**config.mk**
```make
export PLATFORM = sky130hd
export DESIGN_NAME = ipv4_udp_frame_classifier
export DESIGN_NICKNAME = d
export VERILOG_FILES = /design/src/hdl/ipuc_pkg.sv /design/src/hdl/ipuc_fifo.sv /design/src/hdl/ipuc_front.sv /design/src/hdl/ipuc_back.sv /design/src/hdl/ipv4_udp_frame_classifier.sv
export VERILOG_INCLUDE_DIRS = /design/src /design/src/hdl
export SDC_FILE = /design/constraint.sdc
export NUM_CORES = 1
export LEC_CHECK = 0
export BUFFER_PORTS_ARGS = -buffer_cell sky130_fd_sc_hd__buf_2
export CORE_MARGIN = 4
export CORE_UTILIZATION = 47
export CTS_BUF_LIST = sky130_fd_sc_hd__clkbuf_16
export DETAILED_ROUTE_END_ITERATION = 7
export PLACE_DENSITY_LB_ADDON = 0.25
export SLEW_MARGIN = 15
export SYNTH_ARGS = -nofsm -noshare
export SYNTH_HDL_FRONTEND = slang
export SYNTH_HIERARCHICAL = 1
export SYNTH_SLANG_ARGS = --single-unit
```
**constraint.sdc**
```tcl
create_clock -name clk -period 6 [get_ports clk]
set_input_delay 0.3 -clock clk [delete_from_list [all_inputs] [get_ports clk]]
set_output_delay 0.3 -clock clk [all_outputs]
set_load 0.01 [all_outputs]
```
**src/hdl/ipv4_udp_frame_classifier_macros.svh**
```systemverilog
// Assertion macros shared by the frame classifier RTL.
`ifndef IPV4_UDP_FRAME_CLASSIFIER_MACROS_SVH
`define IPV4_UDP_FRAME_CLASSIFIER_MACROS_SVH

// Antecedent implies consequent in the same cycle; uses clk and arst_n in scope.
`define IPUC_ASSERT_IMPLY(lbl, ante, cons, msg) \
	lbl: assert property (@(posedge clk) disable iff (!arst_n) (ante) |-> (cons)) \
		else $error(msg);

// Condition must never hold at a clock edge outside reset.
`define IPUC_ASSERT_NEVER(lbl, cond, msg) \
	lbl: assert property (@(posedge clk) disable iff (!arst_n) !(cond)) \
		else $error(msg);

`endif

```
**src/hdl/ipuc_pkg.sv**
```systemverilog
// Types and constants of the frame classifier.
package ipuc_pkg;

	// Protocol constants
	localparam logic [15:0] ETH_ARP    = 16'h0806;
	localparam logic [15:0] ETH_IPV4   = 16'h0800;
	localparam logic [7:0]  PROTO_ICMP = 8'h01;
	localparam logic [7:0]  PROTO_UDP  = 8'h11;
	localparam logic [15:0] FRAG_MASK  = 16'h3FFF;

	localparam int unsigned ETH_HDR_LEN = 14;
	localparam int unsigned UDP_HDR_LEN = 8;

	// Minimum received lengths for each group of header fields
	localparam int unsigned MIN_ETH_LEN  = 14;
	localparam int unsigned MIN_IP_LEN   = 24;
	localparam int unsigned MIN_ADDR_LEN = 34;

	// Byte positions of captured fields
	localparam int unsigned POS_ETYPE    = 12;
	localparam int unsigned POS_IHL      = 14;
	localparam int unsigned POS_TOTLEN   = 16;
	localparam int unsigned POS_FRAG     = 20;
	localparam int unsigned POS_PROTO    = 23;
	localparam int unsigned POS_SRC      = 26;
	localparam int unsigned POS_DST      = 30;

	// Register map
	localparam int unsigned ADDR_SLOTS = 4;
	localparam logic [2:0] REG_TABLE_USED    = 3'd4;
	localparam logic [2:0] REG_PAYLOAD_LIMIT = 3'd5;

	localparam logic [31:0] TABLE_RESET [ADDR_SLOTS] = '{
		32'h0A00_000A, 32'h0A00_0014, 32'h0000_0000, 32'h0000_0000
	};
	localparam logic [2:0]  TABLE_USED_RESET    = 3'd2;
	localparam logic [10:0] PAYLOAD_LIMIT_RESET = 11'd512;

	// Frames held between front and back
	localparam int unsigned QUEUE_DEPTH = 4;

	typedef enum logic [1:0] {
		VERDICT_DROP    = 2'd0,
		VERDICT_FORWARD = 2'd1,
		VERDICT_ENCRYPT = 2'd2
	} verdict_t;

	typedef enum logic [2:0] {
		CAUSE_NONE      = 3'd0,
		CAUSE_ETHERTYPE = 3'd1,
		CAUSE_PROTO     = 3'd2,
		CAUSE_SIZE      = 3'd3,
		CAUSE_SRC       = 3'd4,
		CAUSE_DST       = 3'd5,
		CAUSE_TRUNC     = 3'd6
	} cause_t;

	// Header fields captured by the front end
	typedef struct packed {
		logic [15:0] ether_kind;
		logic [15:0] total_len;
		logic [15:0] flags_frag;
		logic [7:0]  proto;
		logic [3:0]  hdr_words;
		logic [31:0] src_addr;
		logic [31:0] dst_addr;
	} hdr_t;

	// One classification result
	typedef struct packed {
		logic [10:0] frame_length;
		logic [6:0]  payload_offset;
		logic [1:0]  key_index;
		cause_t      drop_cause;
		verdict_t    verdict;
	} res_t;

endpackage

```
**src/hdl/ipuc_fifo.sv**
```systemverilog
// Small frame-record queue between the parser and the decision pipeline.
module ipuc_fifo #(
	parameter int unsigned W = 8
) (
	input  logic         clk,
	input  logic         arst_n,
	input  logic         push,
	input  logic [W-1:0] push_data,
	input  logic         pop,
	output logic [W-1:0] head_data,
	output logic         full,
	output logic         empty
);
	import ipuc_pkg::*;

	localparam int unsigned PW = $clog2(QUEUE_DEPTH);

	logic [W-1:0]  mem_q [QUEUE_DEPTH];
	logic [PW-1:0] wr_ptr_q;
	logic [PW-1:0] rd_ptr_q;
	logic [PW:0]   count_q;

	assign full      = (count_q == (PW+1)'(QUEUE_DEPTH));
	assign empty     = (count_q == '0);
	assign head_data = mem_q[rd_ptr_q];

	// storage, no reset
	always_ff @(posedge clk) begin
		if (push) begin
			mem_q[wr_ptr_q] <= push_data;
		end
	end

	// pointers and fill level
	always_ff @(posedge clk or negedge arst_n) begin
		if (!arst_n) begin
			wr_ptr_q <= '0;
			rd_ptr_q <= '0;
			count_q  <= '0;
		end else begin
			if (push) begin
				wr_ptr_q <= wr_ptr_q + 1'b1;
			end
			if (pop) begin
				rd_ptr_q <= rd_ptr_q + 1'b1;
			end
			if (push && !pop) begin
				count_q <= count_q + 1'b1;
			end else if (pop && !push) begin
				count_q <= count_q - 1'b1;
			end
		end
	end

endmodule

```
**src/hdl/ipuc_front.sv**
```systemverilog
// Byte parser: counts frame bytes and captures the header fields.
module ipuc_front #(
	parameter int unsigned CW        = 11,
	parameter int unsigned COUNT_MAX = 2047
) (
	input  logic            clk,
	input  logic            arst_n,
	input  logic            in_valid,
	output logic            in_ready,
	input  logic [7:0]      in_byte,
	input  logic            in_last,
	input  logic            queue_full,
	output logic            push,
	output logic [CW-1:0]   push_rx,
	output ipuc_pkg::hdr_t  push_hdr
);
	import ipuc_pkg::*;

	logic [CW-1:0] cnt_q;
	logic [CW-1:0] cnt_n;
	hdr_t          hdr_q;
	hdr_t          hdr_n;
	logic          accept;

	assign in_ready = !queue_full;
	assign accept   = in_valid && in_ready;
	assign push     = accept && in_last;
	assign push_rx  = cnt_n;
	assign push_hdr = hdr_n;

	// saturating byte count
	assign cnt_n = (cnt_q < CW'(COUNT_MAX)) ? cnt_q + 1'b1 : cnt_q;

	// field capture at fixed byte positions
	always_comb begin
		hdr_n = hdr_q;
		if (cnt_q == CW'(POS_ETYPE) || cnt_q == CW'(POS_ETYPE + 1)) begin
			hdr_n.ether_kind = {hdr_q.ether_kind[7:0], in_byte};
		end else if (cnt_q == CW'(POS_IHL)) begin
			hdr_n.hdr_words = in_byte[3:0];
		end else if (cnt_q == CW'(POS_TOTLEN) || cnt_q == CW'(POS_TOTLEN + 1)) begin
			hdr_n.total_len = {hdr_q.total_len[7:0], in_byte};
		end else if (cnt_q == CW'(POS_FRAG) || cnt_q == CW'(POS_FRAG + 1)) begin
			hdr_n.flags_frag = {hdr_q.flags_frag[7:0], in_byte};
		end else if (cnt_q == CW'(POS_PROTO)) begin
			hdr_n.proto = in_byte;
		end else if (cnt_q >= CW'(POS_SRC) && cnt_q <= CW'(POS_SRC + 3)) begin
			hdr_n.src_addr = {hdr_q.src_addr[23:0], in_byte};
		end else if (cnt_q >= CW'(POS_DST) && cnt_q <= CW'(POS_DST + 3)) begin
			hdr_n.dst_addr = {hdr_q.dst_addr[23:0], in_byte};
		end
	end

	// frame state; cleared after the final byte
	always_ff @(posedge clk or negedge arst_n) begin
		if (!arst_n) begin
			cnt_q <= '0;
			hdr_q <= '0;
		end else if (accept) begin
			if (in_last) begin
				cnt_q <= '0;
				hdr_q <= '0;
			end else begin
				cnt_q <= cnt_n;
				hdr_q <= hdr_n;
			end
		end
	end

endmodule

```
**src/hdl/ipuc_back.sv**
```systemverilog
// Decision pipeline: length trim and table lookup, then verdict and output register.
module ipuc_back #(
	parameter int unsigned CW    = 11,
	parameter int unsigned SLOTS = 4
) (
	input  logic                    clk,
	input  logic                    arst_n,
	input  logic                    head_valid,
	input  logic [CW-1:0]           head_rx,
	input  ipuc_pkg::hdr_t          head_hdr,
	output logic                    pop,
	input  logic [SLOTS-1:0][31:0]  table_addr,
	input  logic [2:0]              table_used,
	input  logic [10:0]             payload_limit,
	output logic                    res_valid,
	input  logic                    res_ready,
	output ipuc_pkg::res_t          res
);
	import ipuc_pkg::*;

	// stage 1 comb
	logic [16:0]   trim_c;
	logic [CW-1:0] len_c;
	logic [6:0]    off_c;
	logic          src_ok_c;
	logic          dst_ok_c;
	logic [1:0]    key_c;

	// stage 1 registers
	logic          valid_s1;
	logic [CW-1:0] rx_s1;
	logic [CW-1:0] len_s1;
	logic [6:0]    off_s1;
	logic          short_eth_s1;
	logic          short_ip_s1;
	logic          short_addr_s1;
	logic          is_arp_s1;
	logic          is_ipv4_s1;
	logic          is_icmp_s1;
	logic          udp_whole_s1;
	logic          src_ok_s1;
	logic          dst_ok_s1;
	logic [1:0]    key_s1;

	// stage 2 comb
	logic [CW-1:0] off_ext;
	logic [CW-1:0] diff_c;
	logic          size_bad_c;
	res_t          res_c;

	logic          out_valid_q;
	res_t          res_q;
	logic          adv_s1;

	assign adv_s1    = !out_valid_q || res_ready;
	assign pop       = head_valid && (!valid_s1 || adv_s1);
	assign res_valid = out_valid_q;
	assign res       = res_q;

	// length trim and payload offset
	assign trim_c = 17'(head_hdr.total_len) + 17'(ETH_HDR_LEN);
	assign len_c  = (trim_c < 17'(head_rx)) ? CW'(trim_c) : head_rx;
	assign off_c  = 7'({head_hdr.hdr_words, 2'b00}) + 7'(ETH_HDR_LEN + UDP_HDR_LEN);

	// address table compare; lowest matching entry wins
	always_comb begin
		src_ok_c = 1'b0;
		dst_ok_c = 1'b0;
		key_c    = '0;
		for (int i = SLOTS - 1; i >= 0; i--) begin
			if (3'(i) < table_used) begin
				if (table_addr[i] == head_hdr.src_addr) begin
					src_ok_c = 1'b1;
					key_c    = 2'(i);
				end
				if (table_addr[i] == head_hdr.dst_addr) begin
					dst_ok_c = 1'b1;
				end
			end
		end
	end

	always_ff @(posedge clk or negedge arst_n) begin
		if (!arst_n) begin
			valid_s1 <= 1'b0;
		end else if (!valid_s1 || adv_s1) begin
			valid_s1 <= head_valid;
		end
	end

	always_ff @(posedge clk) begin
		if (pop) begin
			rx_s1         <= head_rx;
			len_s1        <= len_c;
			off_s1        <= off_c;
			short_eth_s1  <= head_rx < CW'(MIN_ETH_LEN);
			short_ip_s1   <= head_rx < CW'(MIN_IP_LEN);
			short_addr_s1 <= head_rx < CW'(MIN_ADDR_LEN);
			is_arp_s1     <= head_hdr.ether_kind == ETH_ARP;
			is_ipv4_s1    <= head_hdr.ether_kind == ETH_IPV4;
			is_icmp_s1    <= head_hdr.proto == PROTO_ICMP;
			udp_whole_s1  <= (head_hdr.proto == PROTO_UDP) &&
			                 ((head_hdr.flags_frag & FRAG_MASK) == '0);
			src_ok_s1     <= src_ok_c;
			dst_ok_s1     <= dst_ok_c;
			key_s1        <= key_c;
		end
	end

	// payload size test
	assign off_ext    = CW'(off_s1);
	assign diff_c     = len_s1 - off_ext;
	assign size_bad_c = (off_ext >= len_s1) || (17'(diff_c) > 17'(payload_limit));

	// verdict in check order
	always_comb begin
		res_c = '0;
		res_c.verdict    = VERDICT_DROP;
		res_c.drop_cause = CAUSE_NONE;
		if (short_eth_s1) begin
			res_c.drop_cause = CAUSE_TRUNC;
		end else if (is_arp_s1) begin
			res_c.verdict      = VERDICT_FORWARD;
			res_c.frame_length = 11'(rx_s1);
		end else if (!is_ipv4_s1) begin
			res_c.drop_cause = CAUSE_ETHERTYPE;
		end else if (short_ip_s1) begin
			res_c.drop_cause = CAUSE_TRUNC;
		end else if (is_icmp_s1) begin
			res_c.verdict      = VERDICT_FORWARD;
			res_c.frame_length = 11'(len_s1);
		end else if (!udp_whole_s1) begin
			res_c.drop_cause = CAUSE_PROTO;
		end else if (size_bad_c) begin
			res_c.drop_cause = CAUSE_SIZE;
		end else if (short_addr_s1) begin
			res_c.drop_cause = CAUSE_TRUNC;
		end else if (!src_ok_s1) begin
			res_c.drop_cause = CAUSE_SRC;
		end else if (!dst_ok_s1) begin
			res_c.drop_cause = CAUSE_DST;
		end else begin
			res_c.verdict        = VERDICT_ENCRYPT;
			res_c.key_index      = key_s1;
			res_c.payload_offset = off_s1;
			res_c.frame_length   = 11'(len_s1);
		end
	end

	// output register
	always_ff @(posedge clk or negedge arst_n) begin
		if (!arst_n) begin
			out_valid_q <= 1'b0;
		end else if (adv_s1) begin
			out_valid_q <= valid_s1;
		end
	end

	always_ff @(posedge clk) begin
		if (adv_s1 && valid_s1) begin
			res_q <= res_c;
		end
	end

endmodule

```
**src/hdl/ipv4_udp_frame_classifier.sv**
```systemverilog
// Ethernet IPv4/UDP frame classifier: top level with configuration registers.
// Throughput: one frame byte per cycle while the queue is not full; one result per cycle at most.
// After the final byte is taken, the frame passes through the queue, the stage 1 registers and the output register.
// A four-frame queue between parser and decision absorbs output stalls; input stalls when full.
// Reset (arst_n low) clears byte count, fields, queue and pipeline valids, and loads
// the address table, entry count and payload limit defaults.
`include "ipv4_udp_frame_classifier_macros.svh"

module ipv4_udp_frame_classifier #(
	parameter int unsigned TABLE_ENTRIES = 4,
	parameter int unsigned COUNT_MAX     = 2047
) (
	input  logic        clk,
	input  logic        arst_n,
	// input stream
	input  logic        s_tvalid,
	output logic        s_tready,
	input  logic [7:0]  s_tdata,   // [7:0] frame_byte
	input  logic        s_tlast,   // frame_end
	// result stream
	output logic        m_tvalid,
	input  logic        m_tready,
	output logic [31:0] m_tdata,   // [1:0] verdict, [4:2] drop_cause, [6:5] key_index,
	                               // [13:7] payload_offset, [24:14] frame_length
	// configuration writes
	input  logic        cfg_valid,
	output logic        cfg_ready,
	input  logic [2:0]  cfg_index,
	input  logic [31:0] cfg_data
);
	import ipuc_pkg::*;

	localparam int unsigned CW    = $clog2(COUNT_MAX + 1);
	localparam int unsigned SLOTS = (TABLE_ENTRIES < ADDR_SLOTS) ? TABLE_ENTRIES : ADDR_SLOTS;
	localparam int unsigned QW    = CW + $bits(hdr_t);

	logic [SLOTS-1:0][31:0] table_q;
	logic [2:0]             used_q;
	logic [10:0]            limit_q;

	logic          push;
	logic [CW-1:0] push_rx;
	hdr_t          push_hdr;
	logic          pop;
	logic [QW-1:0] head_data;
	logic          fifo_full;
	logic          fifo_empty;
	res_t          res;

	assign cfg_ready = 1'b1;

	// configuration registers; indices past the map are ignored
	always_ff @(posedge clk or negedge arst_n) begin
		if (!arst_n) begin
			for (int i = 0; i < SLOTS; i++) begin
				table_q[i] <= TABLE_RESET[i];
			end
			used_q  <= TABLE_USED_RESET;
			limit_q <= PAYLOAD_LIMIT_RESET;
		end else if (cfg_valid && cfg_ready) begin
			for (int i = 0; i < SLOTS; i++) begin
				if (cfg_index == 3'(i)) begin
					table_q[i] <= cfg_data;
				end
			end
			if (cfg_index == REG_TABLE_USED) begin
				used_q <= cfg_data[2:0];
			end
			if (cfg_index == REG_PAYLOAD_LIMIT) begin
				limit_q <= cfg_data[10:0];
			end
		end
	end

	ipuc_front #(
		.CW        (CW),
		.COUNT_MAX (COUNT_MAX)
	) u_front (
		.clk        (clk),
		.arst_n     (arst_n),
		.in_valid   (s_tvalid),
		.in_ready   (s_tready),
		.in_byte    (s_tdata),
		.in_last    (s_tlast),
		.queue_full (fifo_full),
		.push       (push),
		.push_rx    (push_rx),
		.push_hdr   (push_hdr)
	);

	ipuc_fifo #(
		.W (QW)
	) u_fifo (
		.clk       (clk),
		.arst_n    (arst_n),
		.push      (push),
		.push_data ({push_rx, push_hdr}),
		.pop       (pop),
		.head_data (head_data),
		.full      (fifo_full),
		.empty     (fifo_empty)
	);

	ipuc_back #(
		.CW    (CW),
		.SLOTS (SLOTS)
	) u_back (
		.clk           (clk),
		.arst_n        (arst_n),
		.head_valid    (!fifo_empty),
		.head_rx       (head_data[QW-1 -: CW]),
		.head_hdr      (head_data[$bits(hdr_t)-1:0]),
		.pop           (pop),
		.table_addr    (table_q),
		.table_used    (used_q),
		.payload_limit (limit_q),
		.res_valid     (m_tvalid),
		.res_ready     (m_tready),
		.res           (res)
	);

	assign m_tdata = {7'b0, res.frame_length, res.payload_offset, res.key_index,
	                  res.drop_cause, res.verdict};

	// checks
	`IPUC_ASSERT_NEVER(a_queue_overflow, push && fifo_full, "frame pushed into full queue")
	`IPUC_ASSERT_IMPLY(a_pass_no_cause, m_tvalid && res.verdict != VERDICT_DROP,
		res.drop_cause == CAUSE_NONE, "non-drop verdict carries a drop cause")
	`IPUC_ASSERT_IMPLY(a_drop_clean, m_tvalid && res.verdict == VERDICT_DROP,
		res.frame_length == '0 && res.key_index == '0 && res.payload_offset == '0,
		"dropped frame carries length, key or offset")

endmodule
```
==> out/qor.csv <==
stage,metric,value,unit
global_route,largest net degree at the start of global routing,143,
clocking,Clock Sinks,878,
timing,WHS,66.3,ps
critical_path,worst-path fanout max,25,
critical_path,crit-path cells,"mux4_2, nor3_1, nor3b_1, nand3_1, xnor2_1, ha_1, nand4_1, nor3_1, a2111oi_0, nand4_1, mux2_2",
synth,Mapped Cells,2606,
clocking,H-tree Lvls,3,
global_route,first-pass GRT wire length,156,mm
timing,Sum Neg Setup Slack,0,ps
timing,final setup fails,0,
finish,Ant. Diodes,0,
clocking,root buffer cell,clkbuf_16,
timing,fin crit period,4470,ps
critical_path,CP Class,register to register,
synth,synth warn,6,
place,Setup WS pre-CTS,1550,ps
place,DP HPWL,71.4,mm
timing,Slew @ Worst Pin,1070,ps
timing,Clock Skew,26.2,ps
critical_path,nature of the critical path startpoint,register,
floorplanning,total die area,90000,um^2
floorplanning,die width,300,um
power,LEAKAGE,0.0164,uW
place,routability congestion estimate,0.916,
synth,syn avg cell area,15.4,um^2
clocking,CTS buffer count,91,
global_route,vias in the first global route,23400,
power,PwrDens,467,nW/um^2
outcome,outcome,finished clean,
floorplanning,die height,300,um
critical_path,Worst Setup End Kind,register,
synth,Synth Cell Area,40100,um^2
timing,fin crit share,0.745,
critical_path,CP max-delay cell,dfrtp_4,
timing,Final WS setup,1530,ps
critical_path,Critical Path RT,6390,ps
detailed_routing,Routed Antenna Nets,0,
global_route,grt ovf,0,
finish,final instance area,44700,um^2
finish,fraction of layout cells with a size suffix above 1,0.235,
timing,final slew viol count,0,
place,Post-Place Cell Area,41300,um^2
detailed_routing,drt drc,0,
floorplanning,area of the core,84100,um^2
detailed_routing,number of DRC markers in iteration 0,2447,
clocking,clk_lat worst skew,650,ps
finish,Layout area overhead,11.5,%
critical_path,"slowest stage delay, CP",750,ps
finish,Nets,2778,
detailed_routing,vias,23400,
clocking,maximum clock insertion buffer count,3,
detailed_routing,final WL,106,mm
timing,achievable frequency,224,MHz
timing,RSZ-0062 raised after global routing,false,
global_route,initial antenna violation count,3,
timing,Rel. slew slack,0.287,
floorplanning,Starting Density,0.477,
detailed_routing,DR pass1 iterations,5,
critical_path,CP Data Arrival Time,4860,ps
clocking,CTS tree,yes,
place,IO buf count,74,
detailed_routing,DR vias/cell,6.00,
min_path,min-delay worst type,primary input to register,
floorplanning,io pins,84,
finish,Final Core Density,0.531,
timing,Fin. Hold Viols,0,
floorplanning,Rows,106,
global_route,Total GRT Usage,0.235,
job,max cap viols,0,
clocking,Worst-path clk slew,60,ps
detailed_routing,DR WL/cell,27.1,um
power,VDD IR-drop max,0.318,mV
timing repair:
item | CTS | global route
gates resized for setup | 0 | 0
hold endpoints to repair | 189 | 0
setup buffers | 0 | 0
hold buffers | 31 | 0
path summary, 6_finish.rpt:
| kind | start | end | slack, ps | cells after the start |
|---|---|---|---|---|
| worst max-delay path | u_fifo/rd_ptr_q[0] | u_back/len_s1[7] | 1530 | 11 |
| worst min-delay path | cfg_data[0] | table_q[0] | 70 | 2 |
| worst max register to register | u_fifo/rd_ptr_q[0] | u_back/len_s1[7] | 1530 | 11 |
| worst min register to register | u_front/hdr_q[69] | u_front/hdr_q[69] | 490 | 2 |
| max in group asynchronous | arst_n | u_front/hdr_q[15] | 4220 | 3 |
| min in group asynchronous | arst_n | u_back/res_valid | 220 | 2 |
registers in the layout, indices dropped and copies added (netlist names), 2 cells and up:
name and count:
used_q 3, u_fifo/mem_q 532, u_fifo/rd_ptr_q 2, u_back/res 24, table_q 128, u_front/hdr_q 122, u_back/key_s1 2, u_fifo/count_q 3
u_back/rx_s1 11, u_back/len_s1 11, limit_q 11, u_front/cnt_q 11, u_back/off_s1 5, u_fifo/wr_ptr_q 2
power by group:
| part | switching (uW) | internal, uW | total (uW) |
|---|---|---|---|
| Sequential | 821 | 7670 | 8490 |
| Combinational | 4010 | 2680 | 6690 |
| Clock | 2390 | 3270 | 5660 |
| Total | 7220 | 13600 | 20800 |
cells in the final DEF, fill, tap and decap left out, drive strengths merged, types with 62 or more instances in the layout:
| master | instances |
|---|---|
| buf | 103 |
| dfrtp | 274 |
| nand2b | 65 |
| o21ai | 69 |
| mux2 | 244 |
| xnor2 | 91 |
| clkbuf | 95 |
| mux4 | 133 |
| xor2 | 194 |
| inv | 92 |
| nor2 | 62 |
| edfxtp | 594 |
| nand2 | 128 |
per-layer routing:
layer  global-route usage  routed length, um
met1                0.346              47000
met2                0.365              49100
met3               0.0363               6800
met4               0.0668               2940
met5                    0                 23
stage by stage:
step / instances / power, uW
after floorplan: 2612 / 13000
after global placement: 3699 / 15100
after detailed placement: 3699 / 15200
after CTS: 3900 / 21000
after global routing: 3901 / 21800
final: 3901 / 20800
worst max-delay path: cells and delay by family (launching register included):
kind                     cells  cell delay [ps]
AO/OA/AOI/OAI                1              380
XOR/XNOR                     1              150
adder cells (fa/ha/maj)      1              280
flip-flops                   1              750
multiplexers                 2             1130
AND/OR/NAND/NOR              6             1490
area by class of cell:
class / count / area [um^2]
fillers: 6818 / 39400
flip-flops and latches: 878 / 25000
multi-input cells: 1521 / 14100
clock buffers: 95 / 2380
well taps: 1134 / 1420
repair buffers: 134 / 991
clock inverters: 75 / 623
inverters: 64 / 240
No activity file was read; power rests on OpenSTA's default activity.
